### src/sv/mrts_pkg.sv
// shared types and constants of the motor round-trip sequencer
package mrts_pkg;

  // sequence phase, also the run_state code on the result channel
  typedef enum logic [2:0] {
    PH_IDLE      = 3'd0,
    PH_TO_SENSOR = 3'd1,
    PH_BACK      = 3'd2,
    PH_DONE      = 3'd3,
    PH_FAULT     = 3'd4
  } phase_t;

  typedef enum logic [1:0] {
    SERVO_NONE   = 2'd0,
    SERVO_TURN   = 2'd1,
    SERVO_RETURN = 2'd2
  } servo_req_t;

  localparam int unsigned CFG_IDX_W = 3;

  typedef enum logic [CFG_IDX_W-1:0] {
    CFG_PWM_TOP       = 3'd0,
    CFG_LONG_PRESS    = 3'd1,
    CFG_SENSOR_TMO    = 3'd2,
    CFG_ROUND_TRIPS   = 3'd3,
    CFG_SERVO_DELAY   = 3'd4
  } cfg_index_t;

  // register values after reset
  localparam logic [15:0] RST_PWM_TOP       = 16'd1199;
  localparam logic [15:0] RST_LONG_PRESS    = 16'd1500;
  localparam logic [15:0] RST_SENSOR_TMO    = 16'd10000;
  localparam logic [7:0]  RST_ROUND_TRIPS   = 8'd5;
  localparam logic [15:0] RST_SERVO_DELAY   = 16'd1000;

  localparam logic [15:0] SAT16 = 16'hFFFF;

  // duty of each gear in permille
  localparam logic [9:0] PERMILLE_LOW  = 10'd300;
  localparam logic [9:0] PERMILLE_MID  = 10'd600;
  localparam logic [9:0] PERMILLE_FULL = 10'd1000;

  // x / 1000 = (x >> 3) / 125; /125 as multiply by ceil(2^30 / 125) then >> 30,
  // exact for (x >> 3) below 2^23
  localparam int unsigned PROD_W     = 26;
  localparam int unsigned RECIP_W    = 24;
  localparam logic [RECIP_W-1:0] RECIP_125 = 24'd8589935;
  localparam int unsigned RECIP_SHIFT = 30;
  localparam int unsigned QPROD_W     = (PROD_W - 3) + RECIP_W;
  localparam int unsigned QUOT_W      = 17;

  // fields that travel down the compare pipeline with each beat
  typedef struct packed {
    logic [2:0]  run_state;
    logic        motor_running;
    logic        direction_forward;
    logic [1:0]  speed_gear;
    logic [7:0]  trips_done;
    logic [15:0] measured_ms;
    logic [1:0]  servo_request;
    logic        drive_fwd;
  } stage_t;

  function automatic logic [15:0] sat_inc(input logic [15:0] v);
    return (v == SAT16) ? v : v + 16'd1;
  endfunction

  function automatic logic [9:0] gear_permille(input logic [1:0] g);
    case (g)
      2'd1:    return PERMILLE_MID;
      2'd2:    return PERMILLE_FULL;
      default: return PERMILLE_LOW;
    endcase
  endfunction

  // gear cycles 30 -> 60 -> 100 -> 30 percent, code 3 behaves as 30 percent
  function automatic logic [1:0] gear_step(input logic [1:0] g);
    case (g)
      2'd0:    return 2'd1;
      2'd1:    return 2'd2;
      2'd2:    return 2'd0;
      default: return 2'd1;
    endcase
  endfunction

endpackage

### src/sv/mrts_if.sv
// channel interfaces of the motor round-trip sequencer

interface mrts_in_if;
  logic valid;
  logic ready;
  logic button_pressed;
  logic sensor_active;

  modport source (output valid, output button_pressed, output sensor_active, input ready);
  modport sink   (input valid, input button_pressed, input sensor_active, output ready);
endinterface

interface mrts_out_if;
  logic        valid;
  logic        ready;
  logic [15:0] forward_compare;
  logic [15:0] reverse_compare;
  logic [2:0]  run_state;
  logic        motor_running;
  logic        direction_forward;
  logic [1:0]  speed_gear;
  logic [7:0]  trips_done;
  logic [15:0] measured_ms;
  logic [1:0]  servo_request;

  modport source (
    output valid, output forward_compare, output reverse_compare, output run_state,
    output motor_running, output direction_forward, output speed_gear,
    output trips_done, output measured_ms, output servo_request, input ready
  );
  modport sink (
    input valid, input forward_compare, input reverse_compare, input run_state,
    input motor_running, input direction_forward, input speed_gear,
    input trips_done, input measured_ms, input servo_request, output ready
  );
endinterface

interface mrts_cfg_if;
  logic        valid;
  logic        ready;
  logic [2:0]  index;
  logic [15:0] data;

  modport source (output valid, output index, output data, input ready);
  modport sink   (input valid, input index, input data, output ready);
endinterface

### src/sv/motor_round_trip_sequencer.sv
// motor round-trip sequencer: button, sensor and timing rules plus compare pipeline
//
//  channel | dir | payload                                   | beat taken when
//  --------+-----+-------------------------------------------+----------------------
//  feed    | in  | button_pressed, sensor_active (one tick)  | feed.valid & ready
//  result  | out | compares, run_state, flags, gear, counts  | result.valid & ready
//  cfg     | in  | index (3 bit), data (16 bit)              | cfg.valid (ready out of reset)
//
//  one feed beat per cycle sustained while result.ready stays high; all sequencing
//  state updates in the cycle the beat is taken, and the result leaves through the
//  compare pipeline (permille multiply, reciprocal multiply for /1000, cap and select)
//  rst is synchronous, active high; it loads the register reset values and idles
//  every pipeline stage; a stalled result holds its stage and earlier stages keep
//  filling, so feed.ready drops only once all four stages are occupied
module motor_round_trip_sequencer (
  input  logic              clk,
  input  logic              rst,
  mrts_in_if.sink           feed,
  mrts_out_if.source        result,
  mrts_cfg_if.sink          cfg
);

  // ---------------------------------------------------------------- config
  logic [15:0] pwm_top;
  logic [15:0] long_press_ms;
  logic [15:0] sensor_timeout_ms;
  logic [7:0]  round_trips;
  logic [15:0] servo_delay_ms;

  // no config beat is taken while in reset
  assign cfg.ready = !rst;

  always_ff @(posedge clk) begin
    if (rst) begin
      pwm_top           <= mrts_pkg::RST_PWM_TOP;
      long_press_ms     <= mrts_pkg::RST_LONG_PRESS;
      sensor_timeout_ms <= mrts_pkg::RST_SENSOR_TMO;
      round_trips       <= mrts_pkg::RST_ROUND_TRIPS;
      servo_delay_ms    <= mrts_pkg::RST_SERVO_DELAY;
    end else if (cfg.valid) begin
      case (mrts_pkg::cfg_index_t'(cfg.index))
        mrts_pkg::CFG_PWM_TOP:     pwm_top           <= cfg.data;
        mrts_pkg::CFG_LONG_PRESS:  long_press_ms     <= cfg.data;
        mrts_pkg::CFG_SENSOR_TMO:  sensor_timeout_ms <= cfg.data;
        mrts_pkg::CFG_ROUND_TRIPS: round_trips       <= cfg.data[7:0];
        mrts_pkg::CFG_SERVO_DELAY: servo_delay_ms    <= cfg.data;
        default: ;  // writes beyond the register list are dropped
      endcase
    end
  end

  // ---------------------------------------------------------------- pipeline handshake
  logic v1, v2, v3, v4;
  logic en1, en2, en3, en4;

  // a stage loads when it is empty or its content moves on this cycle
  assign en4 = !v4 || result.ready;
  assign en3 = !v3 || en4;
  assign en2 = !v2 || en3;
  assign en1 = !v1 || en2;

  // no feed beat is taken while in reset
  assign feed.ready = en1 && !rst;

  logic take;
  assign take = feed.valid && feed.ready;

  // ---------------------------------------------------------------- sequencing state
  mrts_pkg::phase_t phase, phase_next;
  logic        running_flag, running_flag_next;
  logic        forward_flag, forward_flag_next;
  logic [1:0]  gear, gear_next;
  logic        button_prev, button_prev_next;
  logic [15:0] press_elapsed, press_elapsed_next;
  logic        long_handled, long_handled_next;
  logic        sensor_prev, sensor_prev_next;
  logic [15:0] phase_elapsed, phase_elapsed_next;
  logic [15:0] travel_ms, travel_ms_next;
  logic [7:0]  trip_count, trip_count_next;
  logic        servo_turned, servo_turned_next;
  logic        servo_pending, servo_pending_next;
  logic [15:0] servo_elapsed, servo_elapsed_next;

  // side results of the tick, used by the output block
  logic drive_fwd;     // direction the motor is driven with this tick
  logic servo_fire;    // turn request raised this tick
  logic servo_back;    // return request raised this tick

  logic [7:0] trip_inc;
  logic       sensor_edge;

  always_comb begin
    // counters advance at the start of every tick
    press_elapsed_next = mrts_pkg::sat_inc(press_elapsed);
    phase_elapsed_next = mrts_pkg::sat_inc(phase_elapsed);
    servo_elapsed_next = mrts_pkg::sat_inc(servo_elapsed);
    phase_next         = phase;
    running_flag_next  = running_flag;
    forward_flag_next  = forward_flag;
    gear_next          = gear;
    long_handled_next  = long_handled;
    sensor_prev_next   = sensor_prev;
    travel_ms_next     = travel_ms;
    trip_count_next    = trip_count;
    servo_turned_next  = servo_turned;
    servo_pending_next = servo_pending;
    servo_fire         = 1'b0;
    servo_back         = 1'b0;
    trip_inc           = trip_count + 8'd1;
    sensor_edge        = !sensor_prev && feed.sensor_active;

    // button press edge restarts the hold timer
    if (feed.button_pressed && !button_prev) begin
      press_elapsed_next = '0;
      long_handled_next  = 1'b0;
    end
    // long press starts a sequence when the motor is stopped
    if (feed.button_pressed && !long_handled_next && press_elapsed_next >= long_press_ms) begin
      long_handled_next = 1'b1;
      if (!running_flag) begin
        running_flag_next  = 1'b1;
        phase_next         = mrts_pkg::PH_TO_SENSOR;
        phase_elapsed_next = '0;
        travel_ms_next     = '0;
        trip_count_next    = '0;
        servo_turned_next  = 1'b0;
        servo_pending_next = 1'b0;
        servo_elapsed_next = '0;
        forward_flag_next  = 1'b1;
      end
    end
    // short press release steps the gear
    if (!feed.button_pressed && button_prev && press_elapsed_next < long_press_ms) begin
      gear_next = mrts_pkg::gear_step(gear);
    end
    button_prev_next = feed.button_pressed;
    trip_inc         = trip_count_next + 8'd1;

    // drive uses the direction held before any reversal in this tick
    drive_fwd = forward_flag_next;

    case (phase_next)
      mrts_pkg::PH_IDLE: ;
      mrts_pkg::PH_TO_SENSOR: begin
        sensor_prev_next = feed.sensor_active;
        if (sensor_edge) begin
          travel_ms_next = phase_elapsed_next;
          if (!servo_turned_next) begin
            servo_pending_next = 1'b1;
            servo_elapsed_next = '0;
          end
          forward_flag_next  = !forward_flag_next;
          phase_elapsed_next = '0;
          phase_next         = mrts_pkg::PH_BACK;
        end else if (phase_elapsed_next > sensor_timeout_ms) begin
          phase_next = mrts_pkg::PH_FAULT;
        end
      end
      mrts_pkg::PH_BACK: begin
        if (phase_elapsed_next >= travel_ms_next) begin
          trip_count_next = trip_inc;
          if (trip_inc >= round_trips) begin
            phase_next = mrts_pkg::PH_DONE;
          end else begin
            forward_flag_next  = !forward_flag_next;
            phase_elapsed_next = '0;
            phase_next         = mrts_pkg::PH_TO_SENSOR;
          end
        end
      end
      mrts_pkg::PH_DONE: begin
        running_flag_next = 1'b0;
        if (servo_turned_next) begin
          servo_back        = 1'b1;
          servo_turned_next = 1'b0;
        end
        servo_pending_next = 1'b0;
      end
      mrts_pkg::PH_FAULT: begin
        running_flag_next  = 1'b0;
        servo_pending_next = 1'b0;
      end
      default: begin
        phase_next        = mrts_pkg::PH_IDLE;
        running_flag_next = 1'b0;
      end
    endcase

    // servo turn once the delay after the first sensor edge has run out
    if (servo_pending_next && !servo_turned_next && servo_elapsed_next >= servo_delay_ms) begin
      servo_fire         = 1'b1;
      servo_turned_next  = 1'b1;
      servo_pending_next = 1'b0;
    end
  end

  always_ff @(posedge clk) begin
    if (rst) begin
      phase         <= mrts_pkg::PH_IDLE;
      running_flag  <= 1'b0;
      forward_flag  <= 1'b1;
      gear          <= 2'd0;
      button_prev   <= 1'b0;
      press_elapsed <= '0;
      long_handled  <= 1'b0;
      sensor_prev   <= 1'b1;  // a beam blocked at start is no edge
      phase_elapsed <= '0;
      travel_ms     <= '0;
      trip_count    <= '0;
      servo_turned  <= 1'b0;
      servo_pending <= 1'b0;
      servo_elapsed <= '0;
    end else if (take) begin
      phase         <= phase_next;
      running_flag  <= running_flag_next;
      forward_flag  <= forward_flag_next;
      gear          <= gear_next;
      button_prev   <= button_prev_next;
      press_elapsed <= press_elapsed_next;
      long_handled  <= long_handled_next;
      sensor_prev   <= sensor_prev_next;
      phase_elapsed <= phase_elapsed_next;
      travel_ms     <= travel_ms_next;
      trip_count    <= trip_count_next;
      servo_turned  <= servo_turned_next;
      servo_pending <= servo_pending_next;
      servo_elapsed <= servo_elapsed_next;
    end
  end

  // ---------------------------------------------------------------- result fields of the tick
  mrts_pkg::stage_t s1_next;

  always_comb begin
    s1_next.run_state         = phase_next;
    s1_next.motor_running     = running_flag_next;
    s1_next.direction_forward = forward_flag_next;
    s1_next.speed_gear        = gear_next;
    s1_next.trips_done        = trip_count_next;
    s1_next.measured_ms       = travel_ms_next;
    s1_next.drive_fwd         = drive_fwd;
    // a turn request in the same tick overrides a return request
    if (servo_fire) begin
      s1_next.servo_request = mrts_pkg::SERVO_TURN;
    end else if (servo_back) begin
      s1_next.servo_request = mrts_pkg::SERVO_RETURN;
    end else begin
      s1_next.servo_request = mrts_pkg::SERVO_NONE;
    end
  end

  // ---------------------------------------------------------------- compare pipeline
  mrts_pkg::stage_t s1, s2, s3;
  logic [mrts_pkg::PROD_W-1:0]  s2_prod;
  logic [mrts_pkg::QUOT_W-1:0]  s3_quot;
  logic [16:0]                  top_p1;
  logic [mrts_pkg::QPROD_W-1:0] qprod;
  logic [15:0]                  cmp_val;
  logic [15:0]                  fwd_cmp, rev_cmp;
  mrts_pkg::stage_t             s4;

  assign top_p1 = {1'b0, pwm_top} + 17'd1;
  assign qprod  = {{mrts_pkg::RECIP_W{1'b0}}, s2_prod[mrts_pkg::PROD_W-1:3]}
                * {{(mrts_pkg::PROD_W-3){1'b0}}, mrts_pkg::RECIP_125};
  // full gear lands at top plus one, capped back to top
  assign cmp_val = (s3_quot > {1'b0, pwm_top}) ? pwm_top : s3_quot[15:0];

  always_ff @(posedge clk) begin
    if (rst) begin
      v1 <= 1'b0;
      v2 <= 1'b0;
      v3 <= 1'b0;
      v4 <= 1'b0;
    end else begin
      if (en1) v1 <= take;
      if (en2) v2 <= v1;
      if (en3) v3 <= v2;
      if (en4) v4 <= v3;
    end
  end

  always_ff @(posedge clk) begin
    if (take) begin
      s1 <= s1_next;
    end
    if (en2 && v1) begin
      s2      <= s1;
      // (top + 1) * permille, at most 65536000
      s2_prod <= {{(mrts_pkg::PROD_W-17){1'b0}}, top_p1}
               * {{(mrts_pkg::PROD_W-10){1'b0}}, mrts_pkg::gear_permille(s1.speed_gear)};
    end
    if (en3 && v2) begin
      s3      <= s2;
      s3_quot <= qprod[mrts_pkg::RECIP_SHIFT +: mrts_pkg::QUOT_W];
    end
    if (en4 && v3) begin
      s4 <= s3;
      // motor stopped gives both bridge inputs off
      fwd_cmp <= (s3.motor_running && s3.drive_fwd)  ? cmp_val : 16'd0;
      rev_cmp <= (s3.motor_running && !s3.drive_fwd) ? cmp_val : 16'd0;
    end
  end

  assign result.valid             = v4;
  assign result.forward_compare   = fwd_cmp;
  assign result.reverse_compare   = rev_cmp;
  assign result.run_state         = s4.run_state;
  assign result.motor_running     = s4.motor_running;
  assign result.direction_forward = s4.direction_forward;
  assign result.speed_gear        = s4.speed_gear;
  assign result.trips_done        = s4.trips_done;
  assign result.measured_ms       = s4.measured_ms;
  assign result.servo_request     = s4.servo_request;

`ifndef SYNTHESIS
  // the motor only runs inside a sequence
  a_run_not_idle: assert property (@(posedge clk) disable iff (rst)
    !(running_flag && phase == mrts_pkg::PH_IDLE))
    else $error("running flag set in idle phase");

  // a pending turn never coexists with a completed turn
  a_servo_excl: assert property (@(posedge clk) disable iff (rst)
    !(servo_turned && servo_pending))
    else $error("servo pending and turned together");

  // never both bridge inputs driven
  a_bridge_excl: assert property (@(posedge clk) disable iff (rst)
    v4 |-> (fwd_cmp == 16'd0 || rev_cmp == 16'd0))
    else $error("both bridge compares nonzero");

  // stopped motor gives zero compares
  a_stop_zero: assert property (@(posedge clk) disable iff (rst)
    (v4 && !s4.motor_running) |-> (fwd_cmp == 16'd0 && rev_cmp == 16'd0))
    else $error("compare nonzero while stopped");

  // gear stays within its three settings
  a_gear_range: assert property (@(posedge clk) disable iff (rst)
    gear != 2'd3)
    else $error("gear code out of range");
`endif

endmodule

### src/flat_wrapper.sv
// flat-port wrapper written by rule: the top's interface ports become plain ports
module motor_round_trip_sequencer_flat 
  (clk, rst, feed_valid, feed_button_pressed, feed_sensor_active, feed_ready, result_valid, result_forward_compare, result_reverse_compare, result_run_state, result_motor_running, result_direction_forward, result_speed_gear, result_trips_done, result_measured_ms, result_servo_request, result_ready, cfg_valid, cfg_index, cfg_data, cfg_ready);
  mrts_in_if feed_i ();
  mrts_out_if result_i ();
  mrts_cfg_if cfg_i ();
  input  logic clk;
  input  logic rst;
  input wire logic [$bits(feed_i.valid)-1:0] feed_valid;
  input wire logic [$bits(feed_i.button_pressed)-1:0] feed_button_pressed;
  input wire logic [$bits(feed_i.sensor_active)-1:0] feed_sensor_active;
  output wire logic [$bits(feed_i.ready)-1:0] feed_ready;
  output wire logic [$bits(result_i.valid)-1:0] result_valid;
  output wire logic [$bits(result_i.forward_compare)-1:0] result_forward_compare;
  output wire logic [$bits(result_i.reverse_compare)-1:0] result_reverse_compare;
  output wire logic [$bits(result_i.run_state)-1:0] result_run_state;
  output wire logic [$bits(result_i.motor_running)-1:0] result_motor_running;
  output wire logic [$bits(result_i.direction_forward)-1:0] result_direction_forward;
  output wire logic [$bits(result_i.speed_gear)-1:0] result_speed_gear;
  output wire logic [$bits(result_i.trips_done)-1:0] result_trips_done;
  output wire logic [$bits(result_i.measured_ms)-1:0] result_measured_ms;
  output wire logic [$bits(result_i.servo_request)-1:0] result_servo_request;
  input wire logic [$bits(result_i.ready)-1:0] result_ready;
  input wire logic [$bits(cfg_i.valid)-1:0] cfg_valid;
  input wire logic [$bits(cfg_i.index)-1:0] cfg_index;
  input wire logic [$bits(cfg_i.data)-1:0] cfg_data;
  output wire logic [$bits(cfg_i.ready)-1:0] cfg_ready;
  assign feed_i.valid = feed_valid;
  assign feed_i.button_pressed = feed_button_pressed;
  assign feed_i.sensor_active = feed_sensor_active;
  assign feed_ready = feed_i.ready;
  assign result_valid = result_i.valid;
  assign result_forward_compare = result_i.forward_compare;
  assign result_reverse_compare = result_i.reverse_compare;
  assign result_run_state = result_i.run_state;
  assign result_motor_running = result_i.motor_running;
  assign result_direction_forward = result_i.direction_forward;
  assign result_speed_gear = result_i.speed_gear;
  assign result_trips_done = result_i.trips_done;
  assign result_measured_ms = result_i.measured_ms;
  assign result_servo_request = result_i.servo_request;
  assign result_i.ready = result_ready;
  assign cfg_i.valid = cfg_valid;
  assign cfg_i.index = cfg_index;
  assign cfg_i.data = cfg_data;
  assign cfg_ready = cfg_i.ready;
  motor_round_trip_sequencer u_core (.clk(clk), .rst(rst), .feed(feed_i), .result(result_i), .cfg(cfg_i));
endmodule
### config.mk
export PLATFORM = sky130hd
export DESIGN_NAME = motor_round_trip_sequencer_flat
export DESIGN_NICKNAME = d
export VERILOG_FILES = /design/src/sv/mrts_pkg.sv /design/src/sv/mrts_if.sv /design/src/sv/motor_round_trip_sequencer.sv /design/src/flat_wrapper.sv
export SDC_FILE = /design/constraint.sdc
export NUM_CORES = 1
export LEC_CHECK = 0
export BUFFER_PORTS_ARGS = -buffer_cell sky130_fd_sc_hd__clkbuf_2
export CAP_MARGIN = 25
export CORE_MARGIN = 2
export CORE_UTILIZATION = 40
export DETAILED_ROUTE_END_ITERATION = 7
export MAX_ROUTING_LAYER = met4
export PLACE_DENSITY = 0.61
export SLEW_MARGIN = 20
export SYNTH_ARGS = -nofsm -noshare
export SYNTH_HDL_FRONTEND = slang
export SYNTH_SLANG_ARGS = --single-unit
### constraint.sdc
create_clock -name clk -period 7.9 [get_ports clk]
set_clock_uncertainty 0.2 [all_clocks]
set_input_delay 1.58 -clock clk [delete_from_list [all_inputs] [get_ports clk]]
set_output_delay 1.58 -clock clk [all_outputs]
set_load 0.005 [all_outputs]
==> metrics.yaml <==
drt:
  via_count: 19090
  drc: 0
  wl_met2_um: 30500
  ant_nets: 0
  top_layer_used: "met4"
  drtPass1Iterations: 7
  drt-total-wl_um: 64400
  met3RoutedLength_um: 2560
  drt_iter0_markers: 925
  wl_met1_um: 30000
  via_per_inst: 4.94
  wl_per_cell_um: 16.6
synthesis:
  yosysMostFrequentCell: "inv_1"
  syn_nets: 3480
  netlist_area_um2: 28500
  async_flop_share_pct: 0
  yosysSeqAreaShare_pct: 33.0
  synth.top_cells.by_count: "535 x inv_1, 404 x ha_1, 245 x fa_1, 224 x nand2_1, 207 x edfxtp_1"
  yosys-top-cells-area: "edfxtp_1 22%, ha_1 18%, fa_1 17%, dfxtp_1 11%, inv_1 7.0%"
  synth_area_per_cell_um2: 10.2
  yosysWarnings: 0
  synthCells: 2805
  synth.ff_latch_count: 367
  ys.flop_type: "edfxtp_1"
  yosysTopAreaCell: "edfxtp_1"
  synth_top_area_share_pct: 21.8
  synth_cell_types: 75
  synth-edff-count: 207
floorplanning:
  fp.dieH_um: 271
  core_um2: 70400
  fp-row-count: 97
  num_io_pins: 94
  start_util_pct: 40.6
  die-area_um2: 73500
  die_x_um: 271
clock_network:
  clock_sinks: 367
  numCtsBuffers: 40
  worstSkewPairLatency_ns: 0.58
  clkSlewWorstSetupHoldPaths_ns: 0.06
  clockRootBuffer: "clkbuf_16"
  htreeDepth: 2
  cts_tree: "yes"
  clock_path_buffers: 3
sta:
  slew_viol_final: 0
  layout_min_cycle_time_ns: 7.35
  worst_pin_slew_ns: 0.986
  rsz0062_at_grt: "no"
  max_freq_mhz: 136
  period_share_pct: 93.1
  finalHoldViolations: 0
  setup_viol: 0
  max_slew_margin_pct: 34.2
  tns_ns: 0
critical_path:
  worst-path-stages: 22
  worst-endpoint-required_ns: 8.02
  cp.buffers_inverters: 5
  endpoint_kind: "register"
  cp.arrival_ns: 7.47
  r2r_cells: 22
  critPathMaxStageDelay_ns: 0.57
  crit_type: "reg2reg"
  crit_family: "adder cells"
  crit_slowest_cell: "fa_1"
  crit_start: "u_core.s2_prod[25]"
  r2r-start: "u_core.s2_prod[25]"
  path_cells: "fa_1 -> inv_1 -> fa_1 -> fa_1 -> fa_1 -> inv_1 -> fa_1 -> inv_1 -> fa_1 -> inv_1 -> fa_1 -> ha_1 -> a21oi_1 -> o21ai_0 -> a2111oi_2 -> o2111ai_1 -> a31oi_1 -> buf_4 -> o2111ai_1 -> a2111o_1 -> a41oi_1 -> o21bai_1"
  crit_path_start_kind: "register"
  cp_common_cell: "fa_1"
  worstPathMaxFanout: 5
global_routing:
  antenna_found_initial: 1
  gr-usage-all-layers_pct: 18.4
  grt_pass1_wl_um: 105000
  grt_pass1_vias: 19348
  grt_max_degree: 72
  globalRoute.totalOverflow: 0
layout:
  fin_util_pct: 45.0
  stdcell_count: 3868
  antenna-diode-count: 0
  syn_to_final_growth_pct: 10.9
  fin_nets: 3572
  layout-drive-gt1-share_pct: 8.57
placement:
  portBuffers: 93
  placed_cells_incl_taps: 3792
  gp_congestion: 0.881
  hpwl_um: 50000
run_status:
  status: "complete, no violations"
hold_path:
  hold_start: "u_core.s1[0]"
  hold_class: "reg2reg"
  holdPathStages: 0
flow_run:
  cap_viol_max_count: 0
layout by cell type (no fill, tap or decap), types with 17 or more instances in the layout:
cell type / synthesis / final
clkbuf_2: 0 / 93
nand3_1: 61 / 61
edfxtp_1: 207 / 207
mux2i_1: 24 / 24
o21ai_0: 69 / 69
dfxtp_1: 160 / 160
inv_1: 535 / 534
ha_1: 404 / 404
nand2_1: 224 / 223
nand4_1: 30 / 30
and3_1: 38 / 38
xnor2_1: 59 / 59
nor2b_1: 55 / 53
buf_4: 3 / 35
clkbuf_16: 0 / 40
xor2_1: 36 / 36
fa_1: 245 / 245
and2_1: 17 / 17
o211ai_1: 29 / 29
a21oi_1: 102 / 101
a21o_1: 60 / 60
nor3_1: 32 / 32
nor2_1: 167 / 166
layout make-up:
cell class	instances	area, um^2
tap	940	1180
sequential	367	9420
timing repair buffer	128	728
clock buffer	50	1080
clock inverter	23	424
inverter	536	2010
multi-input combinational	1824	16800
fill	6709	38700
worst paths after layout:
path,end,slack (ns)
worst min register to register,u_core.s2[0],0.21
worst max register to register,u_core.s3_quot[16],0.55
worst min-delay path,u_core.s2[0],0.21
worst max-delay path,u_core.s3_quot[16],0.55
stage by stage:
stage / worst slack (ns) / hold slack [ns] / instance area, um^2
floorplan: 0.684 / 0.200 / 28500
global placement: 0.370 / 0.201 / 30100
detailed placement: 0.232 / 0.205 / 30100
CTS: 0.222 / 0.206 / 31600
global route: 0.00855 / 0.224 / 31700
finish: 0.547 / 0.215 / 31700
kinds of logic (layout without fill, tap and decap cells):
logic type               count (synthesis)  count (layout)  synth area share [%]
flip-flops                             367             367                  33.0
XOR/XNOR                                96              96                  3.01
multiplexers                            26              26                 0.920
AND/OR/NAND/NOR                        676             676                  11.2
adder cells (fa/ha/maj)                649             649                  34.9
AO/OA/AOI/OAI                          377             377                  8.71
buffers and inverters                  614             737                  8.27
per-layer routing:
layer / global-route usage (%) / vias up
li1: - / 9493
met1: 24.5 / 9172
met2: 30.3 / 345
met3: 1.95 / 80
met4: 4.28 / 0
met5: - / -
timing repair:
item | CTS | global route
setup buffers | 0 | 3
endpoints found under the setup margin | 0 | 7
hold buffers | 0 | 0
resized for setup | 0 | 2
flip-flops by register name, summed over array words and instances (netlist names), 16 cells and up:
| signal | cells |
|---|---|
| u_core.phase_elapsed | 16 |
| u_core.result.measured_ms | 16 |
| u_core.press_elapsed | 16 |
| u_core.long_press_ms | 16 |
| u_core.result.reverse_compare | 16 |
| u_core.s2 | 34 |
| u_core.servo_delay_ms | 16 |
| u_core.result.forward_compare | 16 |
| u_core.s3_quot | 17 |
| u_core.servo_elapsed | 16 |
| u_core.sensor_timeout_ms | 16 |
| u_core.s2_prod | 23 |
| u_core.pwm_top | 16 |
| u_core.s1 | 34 |
| u_core.travel_ms | 16 |
| u_core.s3 | 34 |
Power is not shown: default switching activity piles up to over one toggle a cycle in this logic, so the estimate is an artifact.
